## config.mk

```make
export PLATFORM = sky130hd
export DESIGN_NAME = sprite_frame_sequencer
export DESIGN_NICKNAME = d
export VERILOG_FILES = /design/src/rtl/core/sfs_pkg.sv /design/src/rtl/core/sprite_frame_sequencer.sv
export SDC_FILE = /design/constraint.sdc
export NUM_CORES = 2
export LEC_CHECK = 0
export BUFFER_PORTS_ARGS = -buffer_cell sky130_fd_sc_hd__buf_2
export CAP_MARGIN = 20
export CORE_MARGIN = 2
export CORE_UTILIZATION = 50
export CTS_BUF_LIST = sky130_fd_sc_hd__clkbuf_4 sky130_fd_sc_hd__clkbuf_8
export DETAILED_ROUTE_END_ITERATION = 10
export GPL_TIMING_DRIVEN = 1
export PLACE_DENSITY = 0.66
export SLEW_MARGIN = 20
export SYNTH_ARGS = -nofsm -noshare
export SYNTH_HDL_FRONTEND = slang
export SYNTH_SLANG_ARGS = --single-unit
```

## constraint.sdc

```tcl
create_clock -name clk -period 20.3 [get_ports clk]
set_input_delay 6.09 -clock clk [delete_from_list [all_inputs] [get_ports clk]]
set_output_delay 6.09 -clock clk [all_outputs]
set_load 0.005 [all_outputs]
```

## src/rtl/core/sfs_pkg.sv

```systemverilog
// shared widths, op codes and frame table entry type for the sprite frame sequencer
package sfs_pkg;

	localparam int MAX_FRAMES  = 16;
	localparam int FRAME_W     = $clog2(MAX_FRAMES);
	localparam int FRAMES_CAP  = (MAX_FRAMES < 16) ? MAX_FRAMES : 16;
	localparam int FRAC_BITS   = 8;

	localparam int OP_W        = 2;
	localparam int TIME_W      = 16;
	localparam int INDEX_W     = 4;
	localparam int DELAY_W     = 16;
	localparam int OPAC_W      = 8;
	localparam int SCALE_W     = 16;
	localparam int COUNT_W     = 5;

	localparam int OPAC_ACC_W  = OPAC_W + FRAC_BITS;
	localparam int SCALE_ACC_W = 24;
	localparam int DIVD_W      = TIME_W + SCALE_W + FRAC_BITS;
	localparam int DIV_CNT_W   = $clog2(DIVD_W);

	localparam int IN_DATA_W   = 88;
	localparam int OUT_DATA_W  = 48;

	localparam logic [OP_W-1:0] OP_TICK    = 2'd0;
	localparam logic [OP_W-1:0] OP_LOAD    = 2'd1;
	localparam logic [OP_W-1:0] OP_RESTART = 2'd2;

	localparam logic [DELAY_W-1:0]     DEFAULT_DELAY = DELAY_W'(100);
	localparam logic [OPAC_ACC_W-1:0]  OPAC_MAX      = OPAC_ACC_W'(255 << FRAC_BITS);
	localparam logic [SCALE_ACC_W-1:0] SCALE_MAX     = '1;

	localparam logic CFG_FRAME_COUNT = 1'b0;
	localparam logic CFG_ZIGZAG      = 1'b1;

	typedef struct packed {
		logic [SCALE_W-1:0] sc_end;
		logic [SCALE_W-1:0] sc_start;
		logic [OPAC_W-1:0]  op_end;
		logic [OPAC_W-1:0]  op_start;
		logic [DELAY_W-1:0] delay;
	} entry_t;

endpackage

```

## src/rtl/core/sprite_frame_sequencer.sv

```systemverilog
// sprite frame sequencer: frame table, delay countdown and bit-serial rate divide
// states: load and unused op go from idle to out, restart via calc, a tick that
// ends its frame via calc and next, other ticks via calc, div (one quotient bit
// per cycle over a 40-bit dividend) and acc; one word in flight: the next input
// word is taken once the result sits in the output register
// reset: arst_n clears frame, direction, delay, accumulators and handshakes at once;
// frame_count returns to 1, zigzag_mode to 0; the frame table is not cleared
module sprite_frame_sequencer (
	input  logic                              clk,
	input  logic                              arst_n,
	// input stream
	input  logic                              s_tvalid,
	output logic                              s_tready,
	// time_step[15:0], entry_index[19:16], entry_delay[35:20],
	// entry_opacity_start[43:36], entry_opacity_end[51:44],
	// entry_scale_start[67:52], entry_scale_end[83:68], zero fill
	input  logic [sfs_pkg::IN_DATA_W-1:0]     s_tdata,
	// op[1:0]
	input  logic [sfs_pkg::OP_W-1:0]          s_tuser,
	// result stream
	output logic                              m_tvalid,
	input  logic                              m_tready,
	// frame_index[3:0], opacity_value[19:4], scale_value[43:20], zero fill
	output logic [sfs_pkg::OUT_DATA_W-1:0]    m_tdata,
	// cycle_ended
	output logic                              m_tlast,
	// frame_changed
	output logic                              m_tuser,
	// configuration write channel
	input  logic                              cfg_valid,
	output logic                              cfg_ready,
	input  logic                              cfg_index,
	input  logic [sfs_pkg::COUNT_W-1:0]       cfg_data
);

	// sequencer states
	localparam logic [2:0] ST_IDLE = 3'd0;
	localparam logic [2:0] ST_CALC = 3'd1;
	localparam logic [2:0] ST_DIV  = 3'd2;
	localparam logic [2:0] ST_ACC  = 3'd3;
	localparam logic [2:0] ST_NEXT = 3'd4;
	localparam logic [2:0] ST_OUT  = 3'd5;

	localparam int FW  = sfs_pkg::FRAME_W;
	localparam int DW  = sfs_pkg::DELAY_W;
	localparam int TW  = sfs_pkg::TIME_W;
	localparam int QW  = sfs_pkg::DIVD_W;
	localparam int OAW = sfs_pkg::OPAC_ACC_W;
	localparam int SAW = sfs_pkg::SCALE_ACC_W;
	// full product width of time_step by a difference
	localparam int PW  = sfs_pkg::TIME_W + sfs_pkg::SCALE_W;

	logic [2:0] state_q;

	// configuration registers
	logic [sfs_pkg::COUNT_W-1:0] frame_count_q;
	logic                        zigzag_q;

	// animation state
	logic [FW-1:0]  cur_frame_q;
	logic           dir_back_q;
	logic [DW-1:0]  remaining_q;
	logic [OAW-1:0] opac_acc_q;
	logic [SAW-1:0] scale_acc_q;

	// item being worked on
	logic [sfs_pkg::OP_W-1:0] op_q;
	logic [TW-1:0]            ts_q;
	logic                     ended_q;
	logic                     changed_q;
	logic [FW-1:0]            next_q;
	logic [DW-1:0]            delta_q;

	// frame table, one read port with registered data
	sfs_pkg::entry_t frame_mem [sfs_pkg::MAX_FRAMES];
	sfs_pkg::entry_t rd_q;
	logic [FW-1:0]   rd_addr;

	// serial divider: quotient bits shift in as dividend bits shift out
	logic [QW-1:0]                   op_div_q;
	logic [QW-1:0]                   sc_div_q;
	logic [DW-1:0]                   op_rem_q;
	logic [DW-1:0]                   sc_rem_q;
	logic [DW-1:0]                   divisor_q;
	logic                            op_pos_q;
	logic                            sc_pos_q;
	logic [sfs_pkg::DIV_CNT_W-1:0]   div_cnt_q;

	// output register
	logic                          m_valid_q;
	logic [FW-1:0]                 out_frame_q;
	logic [OAW-1:0]                out_opac_q;
	logic [SAW-1:0]                out_scale_q;
	logic                          out_ended_q;
	logic                          out_changed_q;

	// input unpack
	sfs_pkg::entry_t           in_entry;
	logic [TW-1:0]             in_ts;
	logic [sfs_pkg::INDEX_W-1:0] in_index;
	logic                      in_accept;

	assign in_ts                = s_tdata[15:0];
	assign in_index             = s_tdata[19:16];
	assign in_entry.delay       = (s_tdata[35:20] == '0) ? sfs_pkg::DEFAULT_DELAY : s_tdata[35:20];
	assign in_entry.op_start    = s_tdata[43:36];
	assign in_entry.op_end      = s_tdata[51:44];
	assign in_entry.sc_start    = s_tdata[67:52];
	assign in_entry.sc_end      = s_tdata[83:68];

	assign s_tready  = (state_q == ST_IDLE);
	assign in_accept = s_tvalid && s_tready;
	assign cfg_ready = 1'b1;

	// frame advance decision, used in the calc state
	logic [sfs_pkg::COUNT_W-1:0] n_use;
	logic [FW-1:0]               last_frame;
	logic [FW-1:0]               eff_frame;
	logic [FW-1:0]               next_frame;
	logic                        next_back;
	logic                        next_ended;
	logic                        expire;

	always_comb begin
		if (frame_count_q == '0) begin
			n_use = sfs_pkg::COUNT_W'(1);
		end else if (frame_count_q > sfs_pkg::COUNT_W'(sfs_pkg::FRAMES_CAP)) begin
			n_use = sfs_pkg::COUNT_W'(sfs_pkg::FRAMES_CAP);
		end else begin
			n_use = frame_count_q;
		end
		last_frame = FW'(n_use - sfs_pkg::COUNT_W'(1));
		// a frame left past the end after frame_count shrank acts as the last one
		eff_frame  = (cur_frame_q > last_frame) ? last_frame : cur_frame_q;
		next_back  = dir_back_q;
		next_ended = 1'b0;
		if (zigzag_q && (last_frame != '0)) begin
			if (!dir_back_q && (eff_frame == last_frame)) begin
				next_back = 1'b1;
			end else if (dir_back_q && (eff_frame == '0)) begin
				next_back  = 1'b0;
				next_ended = 1'b1;
			end
			next_frame = next_back ? (eff_frame - FW'(1)) : (eff_frame + FW'(1));
		end else if (eff_frame == last_frame) begin
			next_frame = '0;
			next_ended = 1'b1;
		end else begin
			next_frame = eff_frame + FW'(1);
		end
		expire = (ts_q >= remaining_q);
	end

	// rate operands: |end - start| and its sign
	logic [sfs_pkg::OPAC_W-1:0]  op_diff;
	logic [sfs_pkg::SCALE_W-1:0] sc_diff;
	logic                        op_pos;
	logic                        sc_pos;

	always_comb begin
		op_pos  = (rd_q.op_end >= rd_q.op_start);
		sc_pos  = (rd_q.sc_end >= rd_q.sc_start);
		op_diff = op_pos ? (rd_q.op_end - rd_q.op_start) : (rd_q.op_start - rd_q.op_end);
		sc_diff = sc_pos ? (rd_q.sc_end - rd_q.sc_start) : (rd_q.sc_start - rd_q.sc_end);
	end

	// table read address: current or restart frame on accept, next frame in calc
	always_comb begin
		case (state_q)
			ST_IDLE: begin
				rd_addr = (s_tuser == sfs_pkg::OP_RESTART) ? '0 : cur_frame_q;
			end
			ST_CALC: begin
				rd_addr = next_frame;
			end
			default: begin
				rd_addr = cur_frame_q;
			end
		endcase
	end

	always_ff @(posedge clk) begin
		if (in_accept && (s_tuser == sfs_pkg::OP_LOAD)) begin
			frame_mem[in_index[FW-1:0]] <= in_entry;
		end
		rd_q <= frame_mem[rd_addr];
	end

	// one restoring divide step per divider
	logic [DW:0]   op_trial;
	logic [DW:0]   sc_trial;
	logic          op_qbit;
	logic          sc_qbit;
	logic [DW:0]   op_sub;
	logic [DW:0]   sc_sub;

	always_comb begin
		op_trial = {op_rem_q, op_div_q[QW-1]};
		sc_trial = {sc_rem_q, sc_div_q[QW-1]};
		op_sub   = op_trial - {1'b0, divisor_q};
		sc_sub   = sc_trial - {1'b0, divisor_q};
		op_qbit  = (op_trial >= {1'b0, divisor_q});
		sc_qbit  = (sc_trial >= {1'b0, divisor_q});
	end

	// accumulate the signed step with clamping
	logic [QW:0]    op_sum;
	logic [QW:0]    sc_sum;
	logic [OAW-1:0] opac_new;
	logic [SAW-1:0] scale_new;

	always_comb begin
		op_sum = {1'b0, op_div_q} + (QW+1)'(opac_acc_q);
		sc_sum = {1'b0, sc_div_q} + (QW+1)'(scale_acc_q);
		if (op_pos_q) begin
			opac_new = (op_sum > (QW+1)'(sfs_pkg::OPAC_MAX)) ? sfs_pkg::OPAC_MAX : op_sum[OAW-1:0];
		end else begin
			opac_new = (op_div_q > QW'(opac_acc_q)) ? '0 : (opac_acc_q - op_div_q[OAW-1:0]);
		end
		if (sc_pos_q) begin
			scale_new = (sc_sum > (QW+1)'(sfs_pkg::SCALE_MAX)) ? sfs_pkg::SCALE_MAX
			                                                 : sc_sum[SAW-1:0];
		end else begin
			scale_new = (sc_div_q > QW'(scale_acc_q)) ? '0 : (scale_acc_q - sc_div_q[SAW-1:0]);
		end
	end

	// configuration
	always_ff @(posedge clk or negedge arst_n) begin
		if (!arst_n) begin
			frame_count_q <= sfs_pkg::COUNT_W'(1);
			zigzag_q      <= 1'b0;
		end else if (cfg_valid && cfg_ready) begin
			case (cfg_index)
				sfs_pkg::CFG_FRAME_COUNT: frame_count_q <= cfg_data;
				sfs_pkg::CFG_ZIGZAG:      zigzag_q      <= cfg_data[0];
				default: ;
			endcase
		end
	end

	// divider datapath, no reset needed
	always_ff @(posedge clk) begin
		if (state_q == ST_CALC) begin
			// register the full products, scaled by the fraction bits, as dividends
			op_div_q  <= QW'({PW'(ts_q) * PW'(op_diff), {sfs_pkg::FRAC_BITS{1'b0}}});
			sc_div_q  <= QW'({PW'(ts_q) * PW'(sc_diff), {sfs_pkg::FRAC_BITS{1'b0}}});
			op_rem_q  <= '0;
			sc_rem_q  <= '0;
			divisor_q <= (rd_q.delay == '0) ? sfs_pkg::DEFAULT_DELAY : rd_q.delay;
			op_pos_q  <= op_pos;
			sc_pos_q  <= sc_pos;
		end else if (state_q == ST_DIV) begin
			op_div_q <= {op_div_q[QW-2:0], op_qbit};
			sc_div_q <= {sc_div_q[QW-2:0], sc_qbit};
			op_rem_q <= op_qbit ? op_sub[DW-1:0] : op_trial[DW-1:0];
			sc_rem_q <= sc_qbit ? sc_sub[DW-1:0] : sc_trial[DW-1:0];
		end
	end

	// item registers and output payload
	always_ff @(posedge clk) begin
		if (in_accept) begin
			op_q <= s_tuser;
			ts_q <= in_ts;
		end
		if (state_q == ST_CALC) begin
			next_q  <= next_frame;
			delta_q <= ts_q - remaining_q;
		end
		if ((state_q == ST_OUT) && (!m_valid_q || m_tready)) begin
			out_frame_q   <= cur_frame_q;
			out_opac_q    <= opac_acc_q;
			out_scale_q   <= scale_acc_q;
			out_ended_q   <= ended_q;
			out_changed_q <= changed_q;
		end
	end

	// sequencer and animation state
	always_ff @(posedge clk or negedge arst_n) begin
		if (!arst_n) begin
			state_q     <= ST_IDLE;
			cur_frame_q <= '0;
			dir_back_q  <= 1'b0;
			remaining_q <= '0;
			opac_acc_q  <= '0;
			scale_acc_q <= '0;
			ended_q     <= 1'b0;
			changed_q   <= 1'b0;
			div_cnt_q   <= '0;
			m_valid_q   <= 1'b0;
		end else begin
			// output register fills from the out state, empties on a taken word
			if ((state_q == ST_OUT) && (!m_valid_q || m_tready)) begin
				m_valid_q <= 1'b1;
			end else if (m_valid_q && m_tready) begin
				m_valid_q <= 1'b0;
			end
			case (state_q)
				ST_IDLE: begin
					if (in_accept) begin
						ended_q   <= 1'b0;
						changed_q <= 1'b0;
						// tick and restart wait for the table read, others report at once
						if ((s_tuser == sfs_pkg::OP_TICK) || (s_tuser == sfs_pkg::OP_RESTART)) begin
							state_q <= ST_CALC;
						end else begin
							state_q <= ST_OUT;
						end
					end
				end
				ST_CALC: begin
					if (op_q == sfs_pkg::OP_RESTART) begin
						cur_frame_q <= '0;
						dir_back_q  <= 1'b0;
						remaining_q <= rd_q.delay;
						opac_acc_q  <= OAW'({rd_q.op_start, {sfs_pkg::FRAC_BITS{1'b0}}});
						scale_acc_q <= SAW'({rd_q.sc_start, {sfs_pkg::FRAC_BITS{1'b0}}});
						state_q     <= ST_OUT;
					end else if (expire) begin
						// frame ends: the new frame's start values replace any step
						dir_back_q <= next_back;
						ended_q    <= next_ended;
						changed_q  <= (next_frame != cur_frame_q);
						state_q    <= ST_NEXT;
					end else begin
						remaining_q <= remaining_q - ts_q;
						div_cnt_q   <= sfs_pkg::DIV_CNT_W'(QW - 1);
						state_q     <= ST_DIV;
					end
				end
				ST_DIV: begin
					div_cnt_q <= div_cnt_q - sfs_pkg::DIV_CNT_W'(1);
					if (div_cnt_q == '0) begin
						state_q <= ST_ACC;
					end
				end
				ST_ACC: begin
					opac_acc_q  <= opac_new;
					scale_acc_q <= scale_new;
					state_q     <= ST_OUT;
				end
				ST_NEXT: begin
					// carry the overshoot into the next frame when it fits
					remaining_q <= (rd_q.delay >= delta_q) ? (rd_q.delay - delta_q) : rd_q.delay;
					cur_frame_q <= next_q;
					opac_acc_q  <= OAW'({rd_q.op_start, {sfs_pkg::FRAC_BITS{1'b0}}});
					scale_acc_q <= SAW'({rd_q.sc_start, {sfs_pkg::FRAC_BITS{1'b0}}});
					state_q     <= ST_OUT;
				end
				ST_OUT: begin
					if (!m_valid_q || m_tready) begin
						state_q <= ST_IDLE;
					end
				end
				default: begin
					state_q <= ST_IDLE;
				end
			endcase
		end
	end

	assign m_tvalid = m_valid_q;
	assign m_tdata  = sfs_pkg::OUT_DATA_W'({out_scale_q, out_opac_q, out_frame_q});
	assign m_tlast  = out_ended_q;
	assign m_tuser  = out_changed_q;

endmodule
```

==> results.toml <==
[cts]
cts_tree = "done"
cts_hold_buffers = 0
post_cts_resized = 0
worstSkewPairLatency_ns = 1.00
cts_setup_buffers = 0
clk_transition_reported_paths_ns = 0.06
clockBufferDepth = 3
cts-root-buf = "clkbuf_8"
cts_made_buffers = 222
htreeDepth = 4
cts_sinks = 1381

[die]
die_y_um = 400
rows = 145
die-area_um2 = 160000
start_util_pct = 50.2
die_w_um = 400
io_pins = 154
core_area_um2 = 156000

[logic_synthesis]
synthMuxAreaShare_pct = 13.0
synth_common_cells = "edfxtp_1, mux2i_1, inv_1, ha_1, nand2_1"
synth_top_area_share_pct = 45.3
yosys.area_share.simple_pct = 7.66
ys_top_cells_by_area = "edfxtp_1, mux2i_1, fa_1"
synth_top_family_by_area = "adder cells"
yosysTopAreaCell = "edfxtp_1"
yosysSeqAreaShare_pct = 50.9
synth_xor_area_share_pct = 1.91
ys.flop_type = "edfxtp_1"
synth-async-reset-ratio_pct = 5.72
yosysWarnings = 0
netlist_area_um2 = 78300
synth-compound-area-share_pct = 7.94
synth_edf_count = 1182
ys_types = 96
synth.ff_latch_count = 1381
syn_inst = 6374
avgSynthCellArea_um2 = 12.3
synth_most_common_cell = "edfxtp_1"
synth_fa_ha_area_share_pct = 13.9

[drt]
drt_iter0_drc = 3688
drtAntennaViolNets = 0
finalWirelength_um = 195000
drt-pass1-iter-count = 7
vias = 50107
drc = 0
routed_via_density = 5.70
routedWlPerCell_um = 22.2

[final_layout]
syn_to_final_growth_pct = 10.0
nets = 7325
fin_util_pct = 55.3
drive_above_1_share_pct = 10.7
postLayoutCellArea_um2 = 86100

[timing]
period_needed_ns = 10.43
timing.fmax_mhz = 95.9
holdWs_ns = 0.447
min_period_over_period_pct = 51.4
setup_viol = 0
worstMarginPinSlew_ns = 1.21
slew_violations = 0
maxSlewHeadroom_pct = 19.6
finalHoldViolCount = 0
fin_setup_tns_ns = 0
rsz0062_at_grt = "no"
clock_skew_ns = 0.0888

[critical_path]
criticalPathCategory = "reg2reg"
crit_top_cell = "fa_1"
cp.arrival_ns = 11.14
critical_path.max_stage_delay_ns = 0.73
crit_slowest_cell = "xnor2_1"
r2r_slack_ns = 9.87
required_ns = 21.00
cp_max_fo = 24
start_kind = "flip-flop"
cp-end-kind = "flip-flop"

[global_routing]
grt_pass1_wl_um = 297000
grt-ovfl-total = 0
grt_pass1_vias = 50219
grt_usage_pct = 24.4
antenna_found_initial = 25
grt_max_degree = 139

[min_path]
min_path_type = "reg2reg"

[status]
status = "completed"

[run]
drv_cap = 0

[place]
gp_congestion = 0.910
portBuffers = 144
dpl_cell_area_um2 = 81200
dp_hpwl_um = 126000
[area by class of cell]
cell class              count  area [um^2]
inverters                 617         2320
flip-flops and latches   1381        39900
well taps                2058         2570
fillers                 12951        69700
diodes                      6         15.0
repair buffers            243         1500
clock buffers             326         4030
clock inverters            89          853
multi-input cells        4066        35000
[kinds of logic after synthesis]
group           Yosys count
compound gates          947
other cells               2
mux                    1016
xor+xnor                171
flops                  1381
simple gates           1234
buf+inv                 930
fa+ha+maj               693
[sequential cells by signal (all words and copies together) (netlist names), 3 cells and up]
name	flops
sc_rem_q	16
frame_count_q	5
sc_div_q	40
cur_frame_q	4
op_rem_q	16
div_cnt_q	6
op_div_q	40
state_q	3
divisor_q	16
remaining_q	16
out_frame_q	4
out_scale_q	24
rd_q	64
frame_mem	1024
out_opac_q	16
delta_q	16
next_q	4
scale_acc_q	24
ts_q	16
opac_acc_q	16
[worst paths after layout]
check                          start               to  depth (start not counted)
max                         rd_q[32]     sc_div_q[37]                         36
min                        changed_q          m_tuser                          0
max reg2reg                 rd_q[32]     sc_div_q[37]                         36
min reg2reg                changed_q          m_tuser                          0
max in group asynchronous     arst_n          ended_q                          2
min in group asynchronous     arst_n  scale_acc_q[19]                          1
[per-layer routing]
| layer | vias to the layer above | GRT usage [%] | wire (um) | share of wire (%) |
|---|---|---|---|---|
| met5 | - | 0 | 69 | 0.035 |
| met4 | 12 | 7.88 | 5870 | 3.0 |
| met3 | 356 | 3.86 | 10900 | 5.6 |
| met2 | 1364 | 41.7 | 96000 | 49 |
| met1 | 25209 | 31.8 | 82700 | 42 |
| li1 | 23166 | - | - | - |
[critical path: cells and delay by family (launching register included)]
family | cells | cell delay (ns)
AO/OA/AOI/OAI | 14 | 2.81
buffers and inverters | 6 | 0.72
AND/OR/NAND/NOR | 4 | 0.60
flip-flops | 1 | 0.57
XOR/XNOR | 2 | 0.89
multiplexers | 1 | 0.40
adder cells (fa/ha/maj) | 9 | 4.12
[through the flow]
stage	cells	setup slack, ns
finish	8786	9.87
floorplan	6377	8.23
detailed placement	8365	9.22
global placement	8365	9.30
global route	8781	9.32
CTS	8780	9.87
[placed cells by master, fill, tap and decap left out, types with 64 or more instances in the layout]
master and count:
a21oi_1 244, and2_1 133, buf_2 143, buf_4 97, clkbuf_4 73, clkbuf_8 253, dfrtp_1 78, dfxtp_1 120
edfxtp_1 1182, fa_1 291, ha_1 402, inv_1 612, mux2i_1 1001, nand2_1 398, nand2b_1 77, nand3_1 64
nor2_1 244, o21ai_0 218, xnor2_1 110
Power is not shown: default switching activity piles up to over one toggle a cycle in this logic, so the estimate is an artifact.
